$ cat src/rtl/dqd_pkg.sv
// ----------------------------------------------------------------------------
// dqd_pkg
// Types and constants shared by the deque with delete-by-value.
// ----------------------------------------------------------------------------
`default_nettype none

package dqd_pkg;

  localparam int Depth  = 16;
  localparam int DataW  = 32;
  localparam int CountW = $clog2(Depth + 1);

  typedef logic signed [DataW-1:0] data_t;
  typedef logic [CountW-1:0]       count_t;

  typedef enum logic [1:0] {
    CMD_APPEND  = 2'd0,
    CMD_PREPEND = 2'd1,
    CMD_DEQUEUE = 2'd2,
    CMD_DELETE  = 2'd3
  } cmd_e;

  typedef enum logic [1:0] {
    ST_OK   = 2'd0,
    ST_MISS = 2'd1,
    ST_FULL = 2'd2
  } status_e;

  typedef struct packed {
    cmd_e  cmd;
    data_t value;
  } in_t;

  typedef struct packed {
    status_e status;
    data_t   value_out;
    count_t  length;
  } out_t;

  typedef struct packed {
    logic   en;
    cmd_e   cmd;
    data_t  value;
    count_t count;
    logic   full;
    logic   empty;
  } cell_ctrl_t;

endpackage

`default_nettype wire

$ cat src/rtl/dqd_cell.sv
// ----------------------------------------------------------------------------
// dqd_cell
// One queue slot: holds the entry at a fixed offset from the head, compares
// it with the search value and shifts toward either neighbor.
// ----------------------------------------------------------------------------
`default_nettype none

module dqd_cell #(
  parameter int Idx = 0
) (
  input  wire logic                clk_i,
  input  wire dqd_pkg::cell_ctrl_t ctrl_i,
  input  wire dqd_pkg::data_t      left_val_i,
  input  wire dqd_pkg::data_t      right_val_i,
  input  wire logic                hit_i,
  output dqd_pkg::data_t           val_o,
  output logic                     hit_o
);

  dqd_pkg::data_t val_q;
  dqd_pkg::data_t val_d;
  logic           occupied;
  logic           at_tail;

  assign occupied = dqd_pkg::count_t'(Idx) < ctrl_i.count;
  assign at_tail  = dqd_pkg::count_t'(Idx) == ctrl_i.count;
  assign hit_o    = hit_i | (occupied && (val_q == ctrl_i.value));
  assign val_o    = val_q;

  always_comb begin
    val_d = val_q;
    unique case (ctrl_i.cmd)
      dqd_pkg::CMD_APPEND: begin
        if (!ctrl_i.full && at_tail) val_d = ctrl_i.value;
      end
      dqd_pkg::CMD_PREPEND: begin
        if (!ctrl_i.full) val_d = (Idx == 0) ? ctrl_i.value : left_val_i;
      end
      dqd_pkg::CMD_DEQUEUE: begin
        if (!ctrl_i.empty) val_d = right_val_i;
      end
      dqd_pkg::CMD_DELETE: begin
        if (hit_o) val_d = right_val_i;
      end
      default: val_d = val_q;
    endcase
  end

  always_ff @(posedge clk_i) begin
    if (ctrl_i.en) val_q <= val_d;
  end

endmodule

`default_nettype wire

$ cat src/rtl/deque_with_delete_by_value.sv
// ----------------------------------------------------------------------------
// deque_with_delete_by_value
// Bounded double-ended queue of signed 32-bit values with delete by value.
//
// Input channel (in_valid_i / in_stall_o / in_data_i) carries one request:
// append at tail, prepend at head, dequeue head, or delete the first entry
// from the head that equals the value, closing the gap. Each request gives
// one transaction on the output channel (out_valid_o / out_stall_i /
// out_data_o) with a status, the dequeued value and the length afterward.
// Slots sit in a row of cells ordered from the head; every cell compares its
// entry at once and shifts toward a neighbor, so any request completes in the
// clock edge that accepts it. The registered result appears in the cycle after
// acceptance; requests are taken one per cycle while in_stall_o is low. It
// rises only while a result waits in the output register and out_stall_i is
// high; the result then holds. Reset empties the queue and drops a pending
// result; slot contents are not cleared and are never read before written.
// ----------------------------------------------------------------------------
`default_nettype none

module deque_with_delete_by_value (
  input  wire logic         clk_i,
  input  wire logic         rst_ni,
  input  wire logic         in_valid_i,
  output logic              in_stall_o,
  input  wire dqd_pkg::in_t in_data_i,
  output logic              out_valid_o,
  input  wire logic         out_stall_i,
  output dqd_pkg::out_t     out_data_o
);

  localparam int Depth = dqd_pkg::Depth;

  dqd_pkg::cell_ctrl_t ctrl;
  dqd_pkg::data_t      vals [Depth];
  logic [Depth-1:0]    hits;
  dqd_pkg::count_t     count_q, count_d;
  logic                out_valid_q, out_valid_d;
  dqd_pkg::out_t       out_q, out_d;
  logic                in_acc;
  logic                full, empty;

  assign in_stall_o = out_valid_q & out_stall_i;
  assign in_acc     = in_valid_i & ~in_stall_o;
  assign full       = count_q == dqd_pkg::count_t'(Depth);
  assign empty      = count_q == '0;

  assign ctrl.en    = in_acc;
  assign ctrl.cmd   = in_data_i.cmd;
  assign ctrl.value = in_data_i.value;
  assign ctrl.count = count_q;
  assign ctrl.full  = full;
  assign ctrl.empty = empty;

  for (genvar k = 0; k < Depth; k++) begin : g_cell
    dqd_pkg::data_t left_val;
    dqd_pkg::data_t right_val;
    logic           hit_in;

    if (k == 0) begin : g_head
      assign left_val = '0;
      assign hit_in   = 1'b0;
    end else begin : g_body
      assign left_val = vals[k-1];
      assign hit_in   = hits[k-1];
    end

    if (k == Depth - 1) begin : g_tail
      assign right_val = vals[k];
    end else begin : g_mid
      assign right_val = vals[k+1];
    end

    dqd_cell #(
      .Idx(k)
    ) u_cell (
      .clk_i      (clk_i),
      .ctrl_i     (ctrl),
      .left_val_i (left_val),
      .right_val_i(right_val),
      .hit_i      (hit_in),
      .val_o      (vals[k]),
      .hit_o      (hits[k])
    );
  end

  always_comb begin
    count_d         = count_q;
    out_d.status    = dqd_pkg::ST_OK;
    out_d.value_out = '0;
    unique case (in_data_i.cmd)
      dqd_pkg::CMD_APPEND, dqd_pkg::CMD_PREPEND: begin
        if (full) out_d.status = dqd_pkg::ST_FULL;
        else      count_d = count_q + dqd_pkg::count_t'(1);
      end
      dqd_pkg::CMD_DEQUEUE: begin
        if (empty) begin
          out_d.status = dqd_pkg::ST_MISS;
        end else begin
          out_d.value_out = vals[0];
          count_d         = count_q - dqd_pkg::count_t'(1);
        end
      end
      dqd_pkg::CMD_DELETE: begin
        if (!hits[Depth-1]) out_d.status = dqd_pkg::ST_MISS;
        else                count_d = count_q - dqd_pkg::count_t'(1);
      end
      default: out_d.status = dqd_pkg::ST_OK;
    endcase
    out_d.length = count_d;
  end

  assign out_valid_d = in_acc | (out_valid_q & out_stall_i);

  always_ff @(posedge clk_i or negedge rst_ni) begin
    if (!rst_ni) begin
      count_q     <= '0;
      out_valid_q <= 1'b0;
    end else begin
      out_valid_q <= out_valid_d;
      if (in_acc) count_q <= count_d;
    end
  end

  always_ff @(posedge clk_i) begin
    if (in_acc) out_q <= out_d;
  end

  assign out_valid_o = out_valid_q;
  assign out_data_o  = out_q;

endmodule

`default_nettype wire

$ cat config.mk
export PLATFORM = sky130hd
export DESIGN_NAME = deque_with_delete_by_value
export DESIGN_NICKNAME = d
export VERILOG_FILES = /design/src/rtl/dqd_pkg.sv /design/src/rtl/dqd_cell.sv /design/src/rtl/deque_with_delete_by_value.sv
export SDC_FILE = /design/constraint.sdc
export NUM_CORES = 1
export LEC_CHECK = 0
export ABC_AREA = 0
export BUFFER_PORTS_ARGS = -buffer_cell sky130_fd_sc_hd__buf_2
export CAP_MARGIN = 20
export CORE_MARGIN = 5
export CORE_UTILIZATION = 40
export DETAILED_ROUTE_END_ITERATION = 8
export PLACE_DENSITY = 0.66
export SLEW_MARGIN = 25
export SYNTH_ARGS = -nofsm -noshare
export SYNTH_HDL_FRONTEND = slang
export SYNTH_SLANG_ARGS = --single-unit
$ cat constraint.sdc
create_clock -name clk_i -period 5 [get_ports clk_i]
set_input_delay 0.25 -clock clk_i [delete_from_list [all_inputs] [get_ports clk_i]]
set_output_delay 0.25 -clock clk_i [all_outputs]
set_load 0.005 [all_outputs]
After elaboration in Yosys (flattened, before gate mapping)
Cells that the tools add are included.

cells by class
  add/sub/neg operators = 2
  order comparisons = 16
  equality and inequality tests = 68
  muxes and demuxes = 86
  bitwise logic cells = 21
  reduce and logical (&&, ||, !) cells = 54

operators with widths
  cell                   number
  $mux W32               62
  $pmux W32 S4           15
  $eq A32 B32 Y1         16
  $reduce_and A5 Y1      15
  $pmux W32 S2           1
  $ne A2 B1 Y1 const B   31
  $eq A4 B5 Y1 const A   8
  $lt A4 B5 Y1 const A   8
  $logic_and A1 B1 Y1    32
  $eq A3 B5 Y1 const A   4
  $lt A3 B5 Y1 const A   4
  $or A1 B1 Y1           16
  $mux W5                3
  $pmux W5 S3            1
  $eq A2 B5 Y1 const A   2
  $lt A1 B5 Y1 const A   2
  $lt A2 B5 Y1 const A   2
  $pmux W2 S3            1
  $reduce_or A2 Y1       3
  $add A5 B1 Y5 const B  1
  $eq A1 B5 Y1 const A   1
  $eq A5 B5 Y1 const B   1
  $logic_not A5 Y1       1
  $sub A5 B1 Y5 const B  1
  other kinds (10)       16

word-level totals
  register bits = 557
  input bits = 38
  output and inout bits = 41
  word-level logic and storage cells = 268

Longest topological paths before layout
Gate-level depths: netlist of run 1.

  word-level depth = 19
  depth in mapped cells = 11
  depth with buffers taken out = 9

Hierarchy
From an unflattened synthesis of run 1, not the netlist that was laid out.

unflattened totals
  cell total of the unflattened synthesis = 3,210
  area, all modules = 34,504.3 um^2

by module, submodules not included
  module                            instances  cells an instance  area each (um^2)  seq. area each (um^2)
  dqd_cell (g_cell[15].u_cell ...)  2          194                2,029.4           960.9
  deque_with_delete_by_value        1          154                2,073.2           1,321.3
  dqd_cell (g_cell[10].u_cell)      1          197                2,055.7           960.9
  dqd_cell (g_cell[5].u_cell)       1          197                2,054.5           960.9
  dqd_cell (g_cell[11].u_cell)      1          197                2,053.2           960.9
  dqd_cell (g_cell[2].u_cell)       1          195                2,052.0           960.9
  dqd_cell (g_cell[8].u_cell)       1          200                2,050.7           960.9
  dqd_cell (g_cell[12].u_cell)      1          196                2,048.2           960.9
  dqd_cell (g_cell[9].u_cell)       1          197                2,048.2           960.9
  dqd_cell (g_cell[14].u_cell)      1          195                2,045.7           960.9
  dqd_cell (g_cell[1].u_cell)       1          195                2,043.2           960.9
  dqd_cell (g_cell[3].u_cell)       1          195                2,035.7           960.9
  dqd_cell (g_cell[13].u_cell)      1          195                2,031.9           960.9
  dqd_cell (g_cell[4].u_cell)       1          193                2,024.4           960.9
  +2 rows                           --         --                 --                --

Worst setup path after synthesis of run 1
Ideal clock, no wire load.

  path kind = flip-flop to flip-flop
  start point = reg count_q[0]
  end point = reg g_cell[14].u_cell.val_q[0] (enable)
  library setup time = 0.470 ns
  data arrival time = 4.292 ns
  required time = 4.530 ns
  path slack = 0.238 ns
  cell stages (with the launch flop) = 10
  buffers on the path = 2
  period minus slack after synthesis = 4.762 ns
  cells stage by stage = dfrtp_1 -> clkbuf_1 -> inv_1 -> ha_1 -> nand2_1 -> nor2_1 -> nand2_1 -> o311ai_1 -> buf_2 -> a211oi_1

between the ends
  cells in the longest elaborated chain, start to end = 18
  elaborated cells between the ends (all ways) = 54
  those cells by class = order compare (15); eq/ne (6); bitwise (14); reduce/logical (19)

ends and longest elaborated chain
  element                                 RTL line                           RTL
  start: declaration                      deque_with_delete_by_value.sv:36   dqd_pkg::count_t count_q, count_d;
  start signal: assignment                deque_with_delete_by_value.sv:120  if (in_acc) count_q <= count_d;
  $lt A1 B5 Y1                            dqd_cell.sv:25                     assign occupied = dqd_pkg::count_t'(Idx) < ctrl_i.count;
  $logic_and A1 B1 Y1                     dqd_cell.sv:27                     assign hit_o = hit_i | (occupied && (val_q == ctrl_i.value));
  $or A1 B1 Y1 (14 in series)             dqd_cell.sv:27
  $ne A2 B1 Y1 (no source line)           --
  $reduce_and A5 Y1 (no source line) (*)  --
  end signal: assignment                  dqd_cell.sv:50                     if (ctrl_i.en) val_q <= val_d;
  end: declaration                        dqd_cell.sv:20                     dqd_pkg::data_t val_q;

Every way passes the cells marked *; elsewhere a longest branch is shown, timed or not.
A chain may end at the register's enable or synchronous reset.

Worst setup path in the final report of run 1
  start point = reg count_q[1]
  end point = reg g_cell[7].u_cell.val_q[18] (enable)

between the ends
  cells in the longest elaborated chain, start to end = 11
  elaborated cells between the ends (all ways) = 33
  those cells by class = order compare (8); eq/ne (6); bitwise (7); reduce/logical (12)

ends and longest elaborated chain
  element                                 RTL line
  $lt A1 B5 Y1                            dqd_cell.sv:25
  $logic_and A1 B1 Y1                     dqd_cell.sv:27
  $or A1 B1 Y1 (7 in series)              dqd_cell.sv:27
  $ne A2 B1 Y1 (no source line)           --
  $reduce_and A5 Y1 (no source line) (*)  --
  end signal: assignment                  dqd_cell.sv:50
  end: declaration                        dqd_cell.sv:20

Marks and branches as above.

==> results of run 1 <==
==> report_power, final <==
| group | internal [mW] | total (mW) | switching, mW |
|---|---|---|---|
| clock network | 2.59 | 4.55 | 1.97 |
| logic | 0.758 | 2.49 | 1.73 |
| registers | 5.65 | 6.14 | 0.489 |
| total | 9.00 | 13.2 | 4.19 |
==> state kept, by name (all words and copies together) (netlist names) <==
signal,count
out_data_o,39
out_valid_o,1
g_cell.u_cell.val_o,512
count_q,5
==> layer usage <==
metal	global-route usage	vias to the layer above	share of wire
li1	-	11725	-
met1	0.392	13399	0.40
met2	0.413	1984	0.43
met3	0.0684	295	0.13
met4	0.100	0	0.045
met5	0	-	0
==> kinds of logic (layout without fill, tap and decap cells) <==
kind of cell	after synthesis	in the layout	share of synthesized area
AOI/OAI and AO/OA	965	965	0.153
and+or+nand+nor	899	899	0.132
DFF	557	557	0.511
xor gates and xnor gates	509	509	0.137
buffers and inverters	287	288	0.0450
muxes	61	61	0.0210
adders and majority gates	5	5	0.00191
other	0	2	0
==> synth_stat cells (6+ instances only) <==
library cell    n
mux2_2         60
dfrtp_1         6
nor2b_1        37
clkbuf_1      186
buf_6          36
nand2_1       479
xnor2_1        81
xor2_1        427
a21oi_1       463
nor2_1         63
nand3_1        42
edfxtp_1      551
o21ai_0       459
nor3_1         31
buf_4          31
nand4_1        46
and3_1         33
inv_1          10
buf_1          17
nor4_1        131
==> worst max-delay path by stage <==
stage | to | slack [ns] | cells past startpoint
2_1_floorplan | g_cell[14].u_cell.val_o[0]$_DFFE_PP_ | 0.24 | 9
3_3_place_gp | g_cell[7].u_cell.val_o[18]$_DFFE_PP_ | 0.93 | 10
3_5_place_dp | g_cell[7].u_cell.val_o[18]$_DFFE_PP_ | 0.84 | 10
4_1_cts | g_cell[7].u_cell.val_o[18]$_DFFE_PP_ | 0.88 | 10
5_1_grt | g_cell[7].u_cell.val_o[18]$_DFFE_PP_ | 0.67 | 10
6_report | g_cell[7].u_cell.val_o[18]$_DFFE_PP_ | 0.74 | 10
==> worst reg2reg max path, delay by kind of cell (launching register included) <==
kind                     cells  cell delay (ns)
AO/OA/AOI/OAI                2             0.90
AND/OR/NAND/NOR              5             1.30
flip-flops                   1             0.66
adder cells (fa/ha/maj)      1             0.30
buffers and inverters        2             0.72
==> cell type report <==
type                       count  area share
multi-input combinational   2439       0.410
tap                         1060      0.0370
clock inverter                34      0.0106
timing repair buffer         165      0.0328
sequential                   557       0.465
antenna                        2    0.000139
clock buffer                  77      0.0430
inverter                      12     0.00126
==> metrics by stage <==
stage | std cells | instance area (um2) | power, mW | hold slack (ns) | worst slack [ns]
6_report | 4346 | 35900 | 13.2 | 0.0974 | 0.741
5_1_grt | 4344 | 35900 | 13.5 | 0.153 | 0.668
4_1_cts | 4344 | 35900 | 13.1 | 0.0749 | 0.879
3_5_place_dp | 4229 | 33900 | 8.59 | 0.0996 | 0.839
3_3_place_gp | 4228 | 33900 | 8.57 | 0.0970 | 0.933
2_1_floorplan | 3283 | 32700 | 7.56 | -0.0456 | 0.238
==> timing repair <==
item / CTS / global route
hold buffers: 4 / 0
hold endpoints to repair: 7 / 0
resized for setup: 0 / 0
==> impl_results.md, run 1 <==
* Remaining DRCs at 0
* Family with the most delay on the worst path: simple AND/OR/NAND/NOR gates
* Hpwl dp at just under 90000 um
* Initial antenna violation count at 0
* Async set or reset register ratio after synthesis at 0.0108
* Outcome: completed
* Worst Skew at 0.0359 ns
* Hold Path Sink: count_q[0]$_DFFE_PN0P_
* Total GRT Usage at 0.276
* Max-slew headroom at 0.235
* Largest net degree at the start of global routing at ~250
* Initial Util at 0.404
* Input/output buffers at approximately 80
* CTS buffer count at 59
* Routed WL at about 130000 um
* Wire per inst at just under 30 um
* Worst-path clk slew at 0.06 ns
* Post-synth top area share at 0.506
* Synthesized Nets at between 3k and 4k
* Filler cells at approximately 7.7k
* Die Ht at between 200 and 300 um
* RSZ-0062 raised after global routing: false
* Worst setup SP type: register
* H-tree level count at 2
* Die Width at slightly below 300 um
* Post-synthesis cell type count at 73
* Die area at approximately 88000 um2
* Cell Area, Synth at approximately 33000 um2
* Layout cells sized above 1 at 0.107
* Syn-to-layout area delta at 9.82%
* Synthesized instance count at about 3.3k
* R2r worst-path depth at 10
* VDD IR-drop max at 0.194 mV
* Fmax at 0.235 GHz
* Ys flop type: edfxtp_1
* Fin. Hold Viols at 0
* Fin crit share at 0.852
* Min-delay worst type: primary input to register
* GP Congestion at 1.00
* Nets at between 3k and 4k
* Number of global-route vias before repair at about 25k
* Register Area at 16700 um2
* Warnings from Yosys at 0
* Worst Path Arrival at roughly 4.6 ns
* CP Max Fanout at 26
* Row count at 104
* DR vias at roughly 27k
* Yosys top cell by area: edfxtp_1
* Slew @ Worst Pin at approximately 1.1 ns
* Post-CTS setup buffers at 0
* CP cell instances: inv_1 -> ha_1 -> o21ai_0 -> nand3_1 -> nor4_1 -> nor3_1 -> nand2_4 -> nor2_1 -> a221oi_4 -> buf_4
* Setup CP Type: register to register
* CP max stage cell: dfrtp_1
* Crit path buffers/inverters at 2
* Crit path capture type: register
* Synth Register Bits at approximately 560
* Num Clock Sinks at roughly 560
* Slew Viols, Final at 0
* Final setup TNS at 0 ns
* Crit Reg-Reg Endpoint: g_cell[7].u_cell.val_o[18]$_DFFE_PP_
* RR Startpoint: count_q[1]$_DFFE_PN0P_
* Max cap viols at 0
* Worst hold start: in_data_i[32]
* Pleak at around 12 nW
* Critical Path Max Stage Delay at between 0.6 and 0.7 ns
* Number of flops mapped to enable cells by yosys at ~550
* Pre-antenna DRT Iters at 6
* Core area at roughly 81000 um2
* First-pass GRT wire length at ~180000 um
* Starting DRT DRC Count at 4660
* Most frequent cells in the layout: edfxtp_1, nand2_1, a21oi_1
* Syn avg cell area at 9.95 um2
* Clk_lat worst skew at between 0.6 and 0.7 ns
* Root Driver: clkbuf_16
* Multi-input logic area at 14700 um2
* Commonest non-fill, non-tap cell in the layout: edfxtp_1
* Final core utilization at 0.444
* Required time worst endpoint at about 5.3 ns
* Grt ovf at 0
* Worst R2R Setup Slack at 0.74 ns
* Final setup fails at 0
* Drt via density at about 6.3
* Sequential share of the synthesized area at 0.511
* Pwr dens at roughly 370 nW/um2
* Area contributors post-synth: edfxtp_1, xor2_1, a21oi_1
* Critical Path Source: count_q[1]$_DFFE_PN0P_
* Remaining antenna violation count at 0
* Worst hold path depth at 3
* Final Critical Period at 4.26 ns
* Clk buf depth at 3
* IO Pins at 79
* TritonCTS clock tree: done
Power figures use the tool's default switching activity.
==> run 2: changes to the inputs <==
--- a/config.mk
+++ b/config.mk
@@ -8,11 +8,14 @@
 export ABC_AREA = 0
 export BUFFER_PORTS_ARGS = -buffer_cell sky130_fd_sc_hd__buf_2
 export CAP_MARGIN = 20
+export CELL_PAD_IN_SITES_DETAIL_PLACEMENT = 2
+export CELL_PAD_IN_SITES_GLOBAL_PLACEMENT = 2
 export CORE_MARGIN = 5
-export CORE_UTILIZATION = 40
+export CORE_UTILIZATION = 38
 export DETAILED_ROUTE_END_ITERATION = 8
-export PLACE_DENSITY = 0.66
+export PLACE_DENSITY = 0.86
 export SLEW_MARGIN = 25
 export SYNTH_ARGS = -nofsm -noshare
 export SYNTH_HDL_FRONTEND = slang
 export SYNTH_SLANG_ARGS = --single-unit
+export TNS_END_PERCENT = 100
==> impl_results.md, run 2 (synthesis gave the netlist of run 1 again) <==
* Worst-path clk slew at 0.07 ns (about the same)
* Worst Path Arrival at 5.12 ns (+0.56 ns)
* CP Max Fanout at 32 (+23%)
* CP cell instances: nor2_1 -> a211oi_1 -> nand3_1 -> nor3_1 -> nor3_1 -> nor2b_1 -> nor3_2 -> buf_4
* Remaining DRCs at 0 (unchanged)
* Required time worst endpoint at 5.28 ns (-0.02 ns)
* Setup CP Type: register to register
* Slew @ Worst Pin at 1.35 ns (+0.209 ns)
* Input/output buffers at 78 (unchanged)
* R2r worst-path depth at 8 (-2)
* Max-slew headroom at 0.0897 (-0.145)
* Clk_lat worst skew at 0.70 ns (+0.04 ns)
* Commonest non-fill, non-tap cell in the layout: edfxtp_1
* First-pass GRT wire length at 243000 um (+36%)
* Min-delay worst type: primary input to register
* Initial Util at 0.383 (-0.0212)
* Worst hold start: in_data_i[32]
* Worst R2R Setup Slack at 0.17 ns (-0.57 ns)
* Total GRT Usage at 0.365 (+0.0887)
* Most common cell type on the critical path: nor3_1
* Final Critical Period at 4.83 ns (+0.574 ns)
* Final setup TNS at 0 ns (unchanged)
* Crit path capture type: register
* # resized after CTS at 0 (unchanged)
* # hold bufs at CTS at 4 (unchanged)
* Hpwl dp at 113000 um (+27%)
* Fin crit share at 0.967 (+0.115)
* RSZ-0062 raised after global routing: false
* Pre-antenna DRT Iters at 6 (unchanged)
* Drt via density at 6.95 (+10%)
* Worst Skew at 0.0598 ns (+0.0240 ns)
* Syn-to-layout area delta at 10.9%
* Row count at 107 (+2.9%)
* Critical Path Source: count_q[0]$_DFFE_PN0P_
* Pwr dens at 389 nW/um2 (+5.8%)
* Overall power at 14.1 mW (+6.9%)
* Critical Path Max Stage Delay at 0.85 ns (+0.19 ns)
* Nets at 3296 (+0.58%)
* Crit Reg-Reg Endpoint: g_cell[2].u_cell.val_o[8]$_DFFE_PP_
* Final core utilization at 0.425 (-0.0191)
* Worst setup SP type: register
* Final setup fails at 0 (unchanged)
* Max cap viols at 0 (unchanged)
* Die area at 92000 um2 (+5.1%)
* Number of global-route vias before repair at 31.5k (+27%)
* Layout cells sized above 1 at 0.116 (+0.00907)
* Slew Viols, Final at 0 (unchanged)
* Filler cells at 8840 (+15%)
* CP max stage cell: dfrtp_1
* Largest net degree at the start of global routing at 207 (-17%)
* DR vias at 30.9k (+13%)
* RR Startpoint: count_q[0]$_DFFE_PN0P_
* Num Clock Sinks at 557 (unchanged)
* Max reg flops at 512 (unchanged)
* Grt ovf at 0 (unchanged)
* Remaining antenna violation count at 0 (unchanged)
* TritonCTS clock tree: done
* IO Pins at 79 (unchanged)
* Die Width at 303 um (+2.5%)
* GP Congestion at 0.984 (-1.7%)
* Clk buf depth at 3 (unchanged)
* Post-CTS setup buffers at 0 (unchanged)
* Die Ht at 303 um (+2.5%)
* H-tree level count at 2 (unchanged)
* Core area at 85300 um2 (+5.5%)
* Root Driver: clkbuf_16
* End point of the critical path: g_cell[2].u_cell.val_o[8]$_DFFE_PP_
* Finished Layout Cells at 4450 (+2.4%)
* VDD IR-drop max at 0.319 mV (+65%)
* Initial antenna violation count at 9 (+9)
* Pleak at 12.5 nW (+1.5%)
* Placed Instances at 4330 (+2.4%)
* Starting DRT DRC Count at 5337 (+15%)
* Fin. Hold Viols at 0 (unchanged)
* Fmax at 0.207 GHz (-12%)
* CTS buffer count at 61 (+3.4%)
* Wire per inst at 39.6 um (+36%)
* Outcome: completed
* Routed WL at 176000 um (+39%)
* Most frequent cells in the layout: edfxtp_1, nand2_1, a21oi_1
[run 2: cell count changes in the layout (fill, tap and decap cells not counted), sizes merged]
cell	change
clkbuf	+3
buf	+17
clkinv	+8
bufinv	-2
diode	+1
inv	-2
clkinvlp	-5
[run 2: how the worst min path moves through the flow]
stage | to | slack, ns | cells after the start
finish | count_q[0]$_DFFE_PN0P_ | 0.17 | 3
global route | count_q[0]$_DFFE_PN0P_ | 0.17 | 3
CTS | g_cell[0].u_cell.val_o[11]$_DFFE_PP_ | 0.09 | 2
detailed placement | count_q[2]$_DFFE_PN0P_ | 0.1 | 1
global placement | count_q[0]$_DFFE_PN0P_ | 0.10 | 1
floorplan | count_q[0]$_DFFE_PN0P_ | -0.05 | 0
[run 2: worst max-delay path: cells and delay by family, from the launching register on]
family,cells,cell delay (ns)
and+or+nand+nor,6,2.53
DFF,1,0.85
buffers and inverters,1,0.59
AOI/OAI and AO/OA,1,0.40
[run 2: layer usage]
metal	part of all wire	track usage
met1	0.35	0.447
met2	0.44	0.567
met3	0.13	0.110
met4	0.079	0.224
met5	0.00044	0
[run 2: final cells by class]
type | instances | area (um2) | share of cell area
flip-flops and latches | 557 | 16700 | 0.461
well taps | 1144 | 1430 | 0.0395
diodes | 3 | 7.51 | 0.000207
inverters | 12 | 45.0 | 0.00124
repair buffers | 182 | 1310 | 0.0362
clock inverters | 33 | 307 | 0.00846
clock buffers | 80 | 1710 | 0.0472
multi-input cells | 2439 | 14700 | 0.407
[run 2: report_power, final]
group          internal, mW  leakage (nW)  switching [mW]  total (mW)
Combinational         0.764          6.28            2.15        2.92
Clock                  2.70          1.01            2.20        4.90
Sequential             5.66          5.25           0.622        6.28
Total                  9.12          12.5            4.97        14.1
[run 2: stage by stage]
step / area [um2] / hold slack, ns / worst slack (ns)
after global routing: 36200 / 0.169 / 0.386
after floorplan: 32700 / -0.0456 / 0.238
final: 36200 / 0.174 / 0.167
after detailed placement: 34200 / 0.0982 / 0.454
after CTS: 36200 / 0.0921 / 0.258
after global placement: 34200 / 0.101 / 0.663
